==> config.mk <==
export PLATFORM = sky130hd
export DESIGN_NAME = masked_hill_cipher_3byte_top
export DESIGN_NICKNAME = d
export VERILOG_FILES = /design/src/hdl/mhc_pkg.sv /design/src/hdl/mhc_lfsr.sv /design/src/hdl/mhc_lane.sv /design/src/hdl/mhc_merge.sv /design/src/hdl/masked_hill_cipher_3byte_top.sv
export SDC_FILE = /design/constraint.sdc
export NUM_CORES = 2
export LEC_CHECK = 0
export ABC_CLOCK_PERIOD_IN_PS = 11910
export BUFFER_PORTS_ARGS = -buffer_cell sky130_fd_sc_hd__buf_4
export CAP_MARGIN = 10
export CORE_MARGIN = 5
export CORE_UTILIZATION = 25
export CTS_CLUSTER_SIZE = 28
export DETAILED_ROUTE_END_ITERATION = 6
export PLACE_DENSITY = 0.45
export SLEW_MARGIN = 20
export SYNTH_ARGS = -nofsm -noshare
export SYNTH_HDL_FRONTEND = slang
export SYNTH_SLANG_ARGS = --single-unit
==> constraint.sdc <==
create_clock -name i_clk -period 11.91 [get_ports i_clk]
set_input_delay 0.5955 -clock i_clk [delete_from_list [all_inputs] [get_ports i_clk]]
set_output_delay 0.5955 -clock i_clk [all_outputs]
set_load 0.05 [all_outputs]
==> src/hdl/mhc_pkg.sv <==
// Shared types, constants and the mask inverse table for the masked Hill cipher block.
`timescale 1ns / 1ps

package mhc_pkg;

    // Byte-wide data and a triple of bytes (one per matrix row or column).
    typedef logic [7:0]      t_byte;
    typedef logic [2:0][7:0] t_byte3;

    // Generator geometry.
    localparam int GEN_W            = 128;
    localparam int HALF_W           = 64;
    localparam int SHIFTS_PER_CYCLE = 8;
    localparam int STEP_W           = $clog2(SHIFTS_PER_CYCLE + 1);
    localparam int MAX_DRAWS        = 128;
    localparam int DRAW_W           = $clog2(MAX_DRAWS);

    // Configuration port.
    localparam int CFG_IDX_W  = 3;
    localparam int CFG_DATA_W = 64;
    localparam int KEY_ROW_W  = 24;

    typedef enum logic [CFG_IDX_W-1:0] {
        CFG_KEY_ROW_FIRST  = 3'd0,
        CFG_KEY_ROW_SECOND = 3'd1,
        CFG_KEY_ROW_THIRD  = 3'd2,
        CFG_SEED_LOW       = 3'd3,
        CFG_SEED_HIGH      = 3'd4
    } t_cfg_index;

    // Operation codes.
    localparam logic OP_LOCK   = 1'b0;
    localparam logic OP_UNLOCK = 1'b1;

    // Control from the sequencer to the generator.
    typedef struct packed {
        logic              seed_low_we;
        logic              seed_high_we;
        logic              shift_en;
        logic [STEP_W-1:0] steps;
    } t_gen_ctrl;

    // Control from the sequencer to the byte lanes.
    typedef struct packed {
        logic mask_en;
        logic prod_en;
    } t_lane_ctrl;

    // Inverse modulo 256 of every odd byte, indexed by bits 7:1 of the byte.
    typedef logic [127:0][7:0] t_inv_table;

    function automatic t_inv_table f_build_inv();
        t_inv_table tbl;
        int unsigned m;
        int unsigned inv;
        for (int i = 0; i < 128; i++) begin
            m   = 2 * i + 1;
            inv = m;
            // Three Newton steps double the number of correct bits each time.
            for (int k = 0; k < 3; k++) begin
                inv = (inv * ((2 - ((m * inv) & 8'hFF)) & 8'hFF)) & 8'hFF;
            end
            tbl[i] = inv[7:0];
        end
        return tbl;
    endfunction

    localparam t_inv_table INV_TABLE = f_build_inv();

endpackage

==> src/hdl/mhc_lfsr.sv <==
// Mask generator: 128-bit right-shifting LFSR that advances up to eight shifts per cycle.
`timescale 1ns / 1ps

module mhc_lfsr
    import mhc_pkg::*;
(
    input  logic                  i_clk,
    input  logic                  i_rst_n,
    input  t_gen_ctrl             i_ctrl,
    input  logic [CFG_DATA_W-1:0] i_seed_data,
    output t_byte                 o_next_low
);

    logic [HALF_W-1:0] r_seed_low;
    logic [HALF_W-1:0] r_seed_high;
    logic [GEN_W-1:0]  r_gen;
    logic [GEN_W-1:0]  n_gen;

    // Advance the generator by the requested number of single shifts.
    always_comb begin
        logic fb;
        n_gen = r_gen;
        for (int i = 0; i < SHIFTS_PER_CYCLE; i++) begin
            fb = n_gen[0] ^ n_gen[1] ^ n_gen[2] ^ n_gen[7];
            if (i < int'(i_ctrl.steps)) begin
                n_gen = {fb, n_gen[GEN_W-1:1]};
            end
        end
    end

    // The low byte after this cycle's shifts tells the sequencer whether the draw is odd.
    assign o_next_low = n_gen[7:0];

    // Seed registers and generator; a seed write reloads the whole generator.
    always_ff @(posedge i_clk) begin
        if (!i_rst_n) begin
            r_seed_low  <= HALF_W'(1);
            r_seed_high <= '0;
            r_gen       <= {{HALF_W{1'b0}}, HALF_W'(1)};
        end else if (i_ctrl.seed_low_we) begin
            r_seed_low <= i_seed_data;
            r_gen      <= {r_seed_high, i_seed_data};
        end else if (i_ctrl.seed_high_we) begin
            r_seed_high <= i_seed_data;
            r_gen       <= {i_seed_data, r_seed_low};
        end else if (i_ctrl.shift_en) begin
            r_gen <= n_gen;
        end
    end

endmodule

==> src/hdl/mhc_lane.sv <==
// Byte lane: masks one input byte and forms its products with one key matrix column.
`timescale 1ns / 1ps

module mhc_lane
    import mhc_pkg::*;
(
    input  logic       i_clk,
    input  t_lane_ctrl i_ctrl,
    input  t_byte      i_byte,
    input  t_byte      i_factor,
    input  t_byte3     i_key_col,
    output t_byte3     o_prod
);

    logic [15:0] w_masked;
    t_byte       r_masked;
    t_byte3      r_prod;

    assign w_masked = i_byte * i_factor;

    // First stage: the byte times the mask (or its inverse), modulo 256.
    always_ff @(posedge i_clk) begin
        if (i_ctrl.mask_en) begin
            r_masked <= w_masked[7:0];
        end
    end

    // Second stage: one product per matrix row, modulo 256.
    always_ff @(posedge i_clk) begin
        logic [15:0] prod;
        if (i_ctrl.prod_en) begin
            for (int r = 0; r < 3; r++) begin
                prod      = i_key_col[r] * r_masked;
                r_prod[r] <= prod[7:0];
            end
        end
    end

    assign o_prod = r_prod;

endmodule

==> src/hdl/mhc_merge.sv <==
// Merge stage: sums the lane products per row modulo 256 and forces zeros on a stuck generator.
`timescale 1ns / 1ps

module mhc_merge
    import mhc_pkg::*;
(
    input  t_byte3 i_prod [3],
    input  logic   i_stuck,
    output t_byte3 o_bytes
);

    // Each output byte is the row sum across the three lanes; bytes wrap modulo 256.
    always_comb begin
        for (int r = 0; r < 3; r++) begin
            o_bytes[r] = i_stuck ? '0 : t_byte'(i_prod[0][r] + i_prod[1][r] + i_prod[2][r]);
        end
    end

endmodule

==> src/hdl/masked_hill_cipher_3byte_top.sv <==
// Top level of the masked 3x3 Hill cipher: sequencer, key registers, lanes and output register.
`timescale 1ns / 1ps

// The block takes one byte triple per transfer and returns one result transfer for it.
// Once an item is accepted, no new item is accepted until the sequencer is back in idle:
// the generator makes draws of SHIFTS_PER_DRAW shifts each, at up to eight shifts per
// cycle, until a draw yields an odd mask, after which the three byte lanes mask and
// multiply in two stages and the merge stage loads the output register. A generator
// that yields no odd mask in 128 draws returns zero bytes with the stuck error flag set;
// the lane stages are skipped. A result waiting in the output register does not stop
// the next item being accepted and worked on; only the merge of that next item waits
// while the earlier result stays stalled.

module masked_hill_cipher_3byte_top
    import mhc_pkg::*;
#(
    parameter int SHIFTS_PER_DRAW = 32
) (
    input  logic                  i_clk,
    input  logic                  i_rst_n,
    // Configuration port.
    input  logic                  i_cfg_we,
    input  logic [CFG_IDX_W-1:0]  i_cfg_index,
    input  logic [CFG_DATA_W-1:0] i_cfg_data,
    // Input channel.
    input  logic                  i_in_valid,
    output logic                  o_in_stall,
    input  logic                  i_operation,
    input  logic [7:0]            i_in_byte_first,
    input  logic [7:0]            i_in_byte_second,
    input  logic [7:0]            i_in_byte_third,
    // Output channel.
    output logic                  o_out_valid,
    input  logic                  i_out_stall,
    output logic [7:0]            o_out_byte_first,
    output logic [7:0]            o_out_byte_second,
    output logic [7:0]            o_out_byte_third,
    output logic                  o_stuck_error
);

    localparam int LEFT_W = $clog2(SHIFTS_PER_DRAW + 1);

    typedef enum logic [4:0] {
        S_IDLE  = 5'b00001,
        S_DRAW  = 5'b00010,
        S_MASK  = 5'b00100,
        S_PROD  = 5'b01000,
        S_MERGE = 5'b10000
    } t_state;

    t_state              r_state, n_state;
    logic [LEFT_W-1:0]   r_left, n_left;
    logic [DRAW_W-1:0]   r_draws, n_draws;
    logic                r_stuck, n_stuck;
    t_byte               r_factor, n_factor;
    logic                r_op;
    t_byte3              r_in;
    logic [KEY_ROW_W-1:0] r_key_row [3];
    logic                r_out_valid;
    t_byte3              r_out_bytes;
    logic                r_out_stuck;

    t_gen_ctrl           w_gen_ctrl;
    t_lane_ctrl          w_lane_ctrl;
    t_byte               w_next_low;
    logic [STEP_W-1:0]   w_steps;
    logic                w_draw_done;
    logic                w_in_xfer;
    logic                w_out_xfer;
    logic                w_out_load;
    t_byte3              w_key_col [3];
    t_byte3              w_prod [3];
    t_byte3              w_merged;

    assign w_in_xfer  = i_in_valid && !o_in_stall;
    assign w_out_xfer = r_out_valid && !i_out_stall;
    assign w_out_load = (r_state == S_MERGE) && (!r_out_valid || !i_out_stall);
    assign o_in_stall = (r_state != S_IDLE);

    // Shifts this cycle: eight, or whatever remains of the current draw.
    assign w_draw_done = (int'(r_left) <= SHIFTS_PER_CYCLE);
    assign w_steps     = w_draw_done ? STEP_W'(r_left) : STEP_W'(SHIFTS_PER_CYCLE);

    // Generator control: seed writes must come only while idle; the block itself does not enforce this.
    always_comb begin
        w_gen_ctrl              = '0;
        w_gen_ctrl.seed_low_we  = i_cfg_we && (i_cfg_index == CFG_SEED_LOW);
        w_gen_ctrl.seed_high_we = i_cfg_we && (i_cfg_index == CFG_SEED_HIGH);
        w_gen_ctrl.shift_en     = (r_state == S_DRAW);
        w_gen_ctrl.steps        = (r_state == S_DRAW) ? w_steps : '0;
    end

    assign w_lane_ctrl.mask_en = (r_state == S_MASK);
    assign w_lane_ctrl.prod_en = (r_state == S_PROD);

    // Sequencer.
    always_comb begin
        n_state  = r_state;
        n_left   = r_left;
        n_draws  = r_draws;
        n_stuck  = r_stuck;
        n_factor = r_factor;
        case (r_state)
            S_IDLE: begin
                if (w_in_xfer) begin
                    n_state = S_DRAW;
                    n_left  = LEFT_W'(SHIFTS_PER_DRAW);
                    n_draws = '0;
                    n_stuck = 1'b0;
                end
            end
            S_DRAW: begin
                if (!w_draw_done) begin
                    n_left = r_left - LEFT_W'(w_steps);
                end else if (w_next_low[0]) begin
                    n_factor = (r_op == OP_UNLOCK) ? INV_TABLE[w_next_low[7:1]] : w_next_low;
                    n_state  = S_MASK;
                end else if (r_draws == DRAW_W'(MAX_DRAWS - 1)) begin
                    n_stuck = 1'b1;
                    n_state = S_MERGE;
                end else begin
                    n_draws = r_draws + DRAW_W'(1);
                    n_left  = LEFT_W'(SHIFTS_PER_DRAW);
                end
            end
            S_MASK: begin
                n_state = S_PROD;
            end
            S_PROD: begin
                n_state = S_MERGE;
            end
            S_MERGE: begin
                if (w_out_load) begin
                    n_state = S_IDLE;
                end
            end
            default: begin
                n_state = S_IDLE;
            end
        endcase
    end

    always_ff @(posedge i_clk) begin
        if (!i_rst_n) begin
            r_state <= S_IDLE;
            r_left  <= '0;
            r_draws <= '0;
            r_stuck <= 1'b0;
        end else begin
            r_state <= n_state;
            r_left  <= n_left;
            r_draws <= n_draws;
            r_stuck <= n_stuck;
        end
    end

    // Factor and captured input triple.
    always_ff @(posedge i_clk) begin
        r_factor <= n_factor;
        if (w_in_xfer) begin
            r_op    <= i_operation;
            r_in[0] <= i_in_byte_first;
            r_in[1] <= i_in_byte_second;
            r_in[2] <= i_in_byte_third;
        end
    end

    // Key matrix rows.
    always_ff @(posedge i_clk) begin
        if (!i_rst_n) begin
            r_key_row[0] <= KEY_ROW_W'(24'h000001);
            r_key_row[1] <= KEY_ROW_W'(24'h000100);
            r_key_row[2] <= KEY_ROW_W'(24'h010000);
        end else if (i_cfg_we) begin
            case (i_cfg_index)
                CFG_KEY_ROW_FIRST:  r_key_row[0] <= i_cfg_data[KEY_ROW_W-1:0];
                CFG_KEY_ROW_SECOND: r_key_row[1] <= i_cfg_data[KEY_ROW_W-1:0];
                CFG_KEY_ROW_THIRD:  r_key_row[2] <= i_cfg_data[KEY_ROW_W-1:0];
                default: begin
                end
            endcase
        end
    end

    // Column c of the key matrix goes to lane c.
    always_comb begin
        for (int c = 0; c < 3; c++) begin
            for (int r = 0; r < 3; r++) begin
                w_key_col[c][r] = r_key_row[r][8*c +: 8];
            end
        end
    end

    mhc_lfsr u_lfsr (
        .i_clk       (i_clk),
        .i_rst_n     (i_rst_n),
        .i_ctrl      (w_gen_ctrl),
        .i_seed_data (i_cfg_data),
        .o_next_low  (w_next_low)
    );

    for (genvar g = 0; g < 3; g++) begin : g_lane
        mhc_lane u_lane (
            .i_clk     (i_clk),
            .i_ctrl    (w_lane_ctrl),
            .i_byte    (r_in[g]),
            .i_factor  (r_factor),
            .i_key_col (w_key_col[g]),
            .o_prod    (w_prod[g])
        );
    end

    mhc_merge u_merge (
        .i_prod  (w_prod),
        .i_stuck (r_stuck),
        .o_bytes (w_merged)
    );

    // Output register: holds a result until its transfer completes.
    always_ff @(posedge i_clk) begin
        if (!i_rst_n) begin
            r_out_valid <= 1'b0;
        end else if (w_out_load) begin
            r_out_valid <= 1'b1;
        end else if (w_out_xfer) begin
            r_out_valid <= 1'b0;
        end
    end

    always_ff @(posedge i_clk) begin
        if (w_out_load) begin
            r_out_bytes <= w_merged;
            r_out_stuck <= r_stuck;
        end
    end

    assign o_out_valid       = r_out_valid;
    assign o_out_byte_first  = r_out_bytes[0];
    assign o_out_byte_second = r_out_bytes[1];
    assign o_out_byte_third  = r_out_bytes[2];
    assign o_stuck_error     = r_out_stuck;

    // A stuck result always carries zero bytes.
    a_stuck_zero: assert property (@(posedge i_clk) disable iff (!i_rst_n)
        (r_out_valid && r_out_stuck) |->
            (r_out_bytes[0] == '0 && r_out_bytes[1] == '0 && r_out_bytes[2] == '0))
        else $error("stuck result with non-zero bytes");

    // A draw in progress always has shifts left to do.
    a_draw_left: assert property (@(posedge i_clk) disable iff (!i_rst_n)
        (r_state == S_DRAW) |-> (r_left != '0))
        else $error("draw state with no shifts remaining");

    // An accepted item starts a fresh draw of the full length.
    a_accept_draw: assert property (@(posedge i_clk) disable iff (!i_rst_n)
        w_in_xfer |=> (r_state == S_DRAW && r_left == LEFT_W'(SHIFTS_PER_DRAW)
                       && r_draws == '0))
        else $error("accepted item did not start a draw");

    // The merge stage waits while a held result is stalled.
    a_merge_wait: assert property (@(posedge i_clk) disable iff (!i_rst_n)
        (r_state == S_MERGE && r_out_valid && i_out_stall) |=>
            (r_state == S_MERGE && $stable(r_out_bytes)))
        else $error("result overwritten while output stalled");

endmodule
==> flow_summary.toml <==
[floorplanning]
start_util_pct = 25.1
die_h_microns = 411
die-area_sq_um = 169000
io_pins = 124
core_region_area_sq_um = 160000
fp-row-count = 147
die_x_microns = 411

[synth]
synth-main-ff-cell = "dfxtp_1"
synth_area_per_cell_sq_um = 8.48
syn-cell-area_sq_um = 40100
syn_nets = 5213
synth_cells = 4730
async_reset_ff_share_pct = 0
ys_ff_latch = 501
ys_warn_count = 0
ys_seq_area_share_pct = 30.6
synth-edff-count = 225
ys_types = 81

[worst_hold_path]
hold_path_class = "primary input to flop"
hold_end = "r_in[7]$_DFFE_PP_"
hold_depth = 1
hold_start = "i_in_byte_first[7]"

[cells_and_area]
layout.nets = 5120
syn_to_final_growth_pct = 13.0
layout-drive-gt1-share_pct = 8.15
finalCoreUtilization_pct = 28.3
final_cell_area_sq_um = 45300
fillers = 17200

[clock_network]
cts.clk_slew.worst_paths_ps = 60
numCtsBuffers = 66
clk_latency_ps = 680
clk_path_buf_depth = 3
holdBufCountCts = 0
h-tree-depth = 3
cts.sinks = 501
cts_root_buf = "clkbuf_16"
cts_tree = "done"
cts_setup_buffers = 0
cts_resized = 0

[global_routing]
track_usage_pct = 17.4
grt-ovfl-total = 0
grt-busiest-layer = "met2"
met1_usage_pct = 23.6
grt_first_pass_wirelength_mm = 226
grt_pass1_vias = 34800
antenna_found_initial = 7
grt_max_degree = 148
gr-usage-met2_pct = 27.9
use_met3_pct = 3.04

[sta]
min_period_over_period_pct = 52.2
rsz0062_at_grt = "false"
timing.final.max_slew_violations = 0
hold_viol_final = 0
fin_tns_setup_ps = 0
slew_headroom_pct = 22.4
worstMarginPinSlew_ps = 1160
clock.fmax_mhz = 161
setup_violations = 0
skew_ps = 44.9
finalCriticalPeriod_ps = 6210

[run_status]
outcome = "finished with violations"
violations = "DRC"

[detailed_routing]
ant_nets = 0
viasPerCell = 5.23
vias = 35500
wl_per_cell_microns = 22.2
wirelength_mm = 151
drtIter0Drc = 3016
drt-pass1-iter-count = 7
drc = 1

[worst_setup_path]
critPathSlowestCell = "nand2_4"
r2r-start = "r_left[3]$_SDFFE_PN0P_"
cpPeakStageDelay_ps = 680
worst-setup-path-type = "flop to flop"
arrival_ps = 6680
worstPathCellList = "nor3_2, buf_4, buf_4, nand2_1, nand2_4, nand2_1, o22ai_1, nor3_1, a21oi_1, inv_1, ha_1, and2_1, nand2_1, a311oi_1, a311o_1, o211a_1, nor4_2"
cp_max_fo = 51
rrSetupSlack_ps = 5700
worstSetupStartpointType = "flop"
critPathRequiredTime_ps = 12370
ff2ff_path_depth = 17
worst_setup_path_end_kind = "flop"
r2r_end = "r_factor[7]$_DFFE_PP_"
crit_top_cell = "nand2_1"

[placed_design]
place_congestion = 0.891
hpwl_mm = 104
port_buffers = 123
place_area_sq_um = 43100

[job]
cap_violations = 0

[pwr]
power_density_nw_per_um2 = 124
ir_drop_v = 0.000104
p_leak_uw = 0.0175
==> cell usage after synthesis (7+ instances only) <==
| cell type | instances | area (sq um) |
|---|---|---|
| nand3_1 | 72 | 360 |
| a2bb2oi_1 | 20 | 175 |
| nor2b_1 | 14 | 87.6 |
| buf_2 | 24 | 120 |
| ha_1 | 218 | 2730 |
| a31oi_1 | 70 | 438 |
| o2bb2ai_1 | 18 | 158 |
| inv_1 | 272 | 1020 |
| nand2_1 | 649 | 2440 |
| and3_1 | 12 | 75.1 |
| a22oi_1 | 78 | 586 |
| mux2i_1 | 123 | 1230 |
| a211o_1 | 9 | 78.8 |
| nor3_1 | 58 | 290 |
| a21o_1 | 48 | 360 |
| dfxtp_1 | 276 | 5530 |
| o32ai_1 | 10 | 87.6 |
| nand4_1 | 9 | 56.3 |
| clkbuf_1 | 272 | 1020 |
| a21boi_0 | 7 | 52.6 |
| buf_1 | 53 | 199 |
| edfxtp_1 | 225 | 6760 |
| o22a_1 | 79 | 692 |
| xor2_1 | 31 | 272 |
| o221ai_1 | 37 | 324 |
| a221oi_1 | 9 | 78.8 |
| fa_1 | 168 | 3360 |
| a21oi_1 | 360 | 1800 |
| o211ai_1 | 93 | 698 |
| xnor2_1 | 206 | 1800 |
| o21ai_0 | 284 | 1420 |
| o211a_1 | 7 | 70.1 |
| o31ai_1 | 11 | 82.6 |
| o22ai_1 | 135 | 845 |
| and2_1 | 327 | 2050 |
| nor2_1 | 214 | 803 |
| or3_1 | 14 | 87.6 |
| mux2_2 | 33 | 372 |
| nand2b_1 | 19 | 119 |
| o21a_1 | 9 | 67.6 |
| a211oi_1 | 49 | 368 |
| a32oi_1 | 8 | 70.1 |
| a222oi_1 | 14 | 140 |
==> metrics by stage <==
stage                     power (uW)  hold slack [ps]  cells  setup slack, ps
after floorplan                 3080              436   4730             7850
after global placement          3570              442   6654             5850
after detailed placement        3570              446   6654             5850
after CTS                       5720             33.3   6773             5760
after global routing            5940             48.8   6774             5390
final                           5640             98.4   6776             5700
==> how the worst max path moves through the flow <==
stage | startpoint | endpoint | slack [ps] | cells past startpoint
floorplan | r_left[3]$_SDFFE_PN0P_ | r_factor[7]$_DFFE_PP_ | 7850 | 17
global placement | r_left[3]$_SDFFE_PN0P_ | r_factor[7]$_DFFE_PP_ | 5850 | 17
detailed placement | r_left[3]$_SDFFE_PN0P_ | r_factor[7]$_DFFE_PP_ | 5850 | 17
CTS | r_left[3]$_SDFFE_PN0P_ | r_factor[7]$_DFFE_PP_ | 5760 | 17
global route | r_left[3]$_SDFFE_PN0P_ | r_factor[7]$_DFFE_PP_ | 5390 | 17
finish | r_left[3]$_SDFFE_PN0P_ | r_factor[7]$_DFFE_PP_ | 5700 | 17
==> layout by cell type (no fill, tap or decap), types with 168 or more instances in the layout <==
cell type,count
xnor2_1,206
and2_1,327
fa_1,168
buf_4,185
nand2_1,644
o21ai_0,283
edfxtp_1,225
ha_1,218
inv_1,272
dfxtp_1,276
a21oi_1,358
nor2_1,206
==> cells by family after synthesis <==
family | Yosys count | synth area share, %
XOR/XNOR | 238 | 5.23
multiplexers | 156 | 4.00
AO/OA/AOI/OAI | 1403 | 22.6
AND/OR/NAND/NOR | 1423 | 16.5
flip-flops | 501 | 30.6
adder cells (fa/ha/maj) | 386 | 15.2
buffers and inverters | 622 | 5.89
other | 1 | 0.00935
==> flip-flops by register name, summed over array words and instances (netlist names) <==
signal and count:
u_lfsr.r_seed_high 64, o_out_byte_second 8, o_out_byte_first 8, r_in 24
r_state 5, o_out_valid 1, r_op 1, r_stuck 1
o_stuck_error 1, r_draws 7, o_out_byte_third 8, r_factor 7
u_lfsr.r_gen 128, u_lfsr.r_seed_low 64, g_lane.u_lane.r_masked 24, r_left 6
r_key_row 72, g_lane.u_lane.o_prod 72
==> critical path: cells and delay by family, from the launching register on <==
family / cells / cell delay (ps)
flip-flops: 1 / 400
buffers and inverters: 3 / 1390
adder cells (fa/ha/maj): 1 / 390
AO/OA/AOI/OAI: 5 / 1560
AND/OR/NAND/NOR: 8 / 2240
==> final cells by class <==
class / count / area [sq um] / area share, %
antenna: 2 / 5.00 / 0.0110
clock buffer: 80 / 1770 / 3.90
clock inverter: 39 / 473 / 1.04
inverter: 273 / 1030 / 2.28
multi-input combinational: 3607 / 25700 / 56.7
sequential: 501 / 12300 / 27.1
tap: 2086 / 2610 / 5.76
timing repair buffer: 188 / 1440 / 3.19
==> metal layers <==
| layer | wire (microns) | vias up |
|---|---|---|
| li1 | - | 16600 |
| met1 | 67400 | 17400 |
| met2 | 68300 | 1177 |
| met3 | 9430 | 258 |
| met4 | 5350 | 6 |
| met5 | 40 | - |
==> power breakdown <==
| group | internal, uW | switching, uW |
|---|---|---|
| logic | 623 | 902 |
| registers | 1910 | 96.4 |
| clock network | 1220 | 877 |
| total | 3760 | 1880 |
No activity file was read; power rests on OpenSTA's default activity.
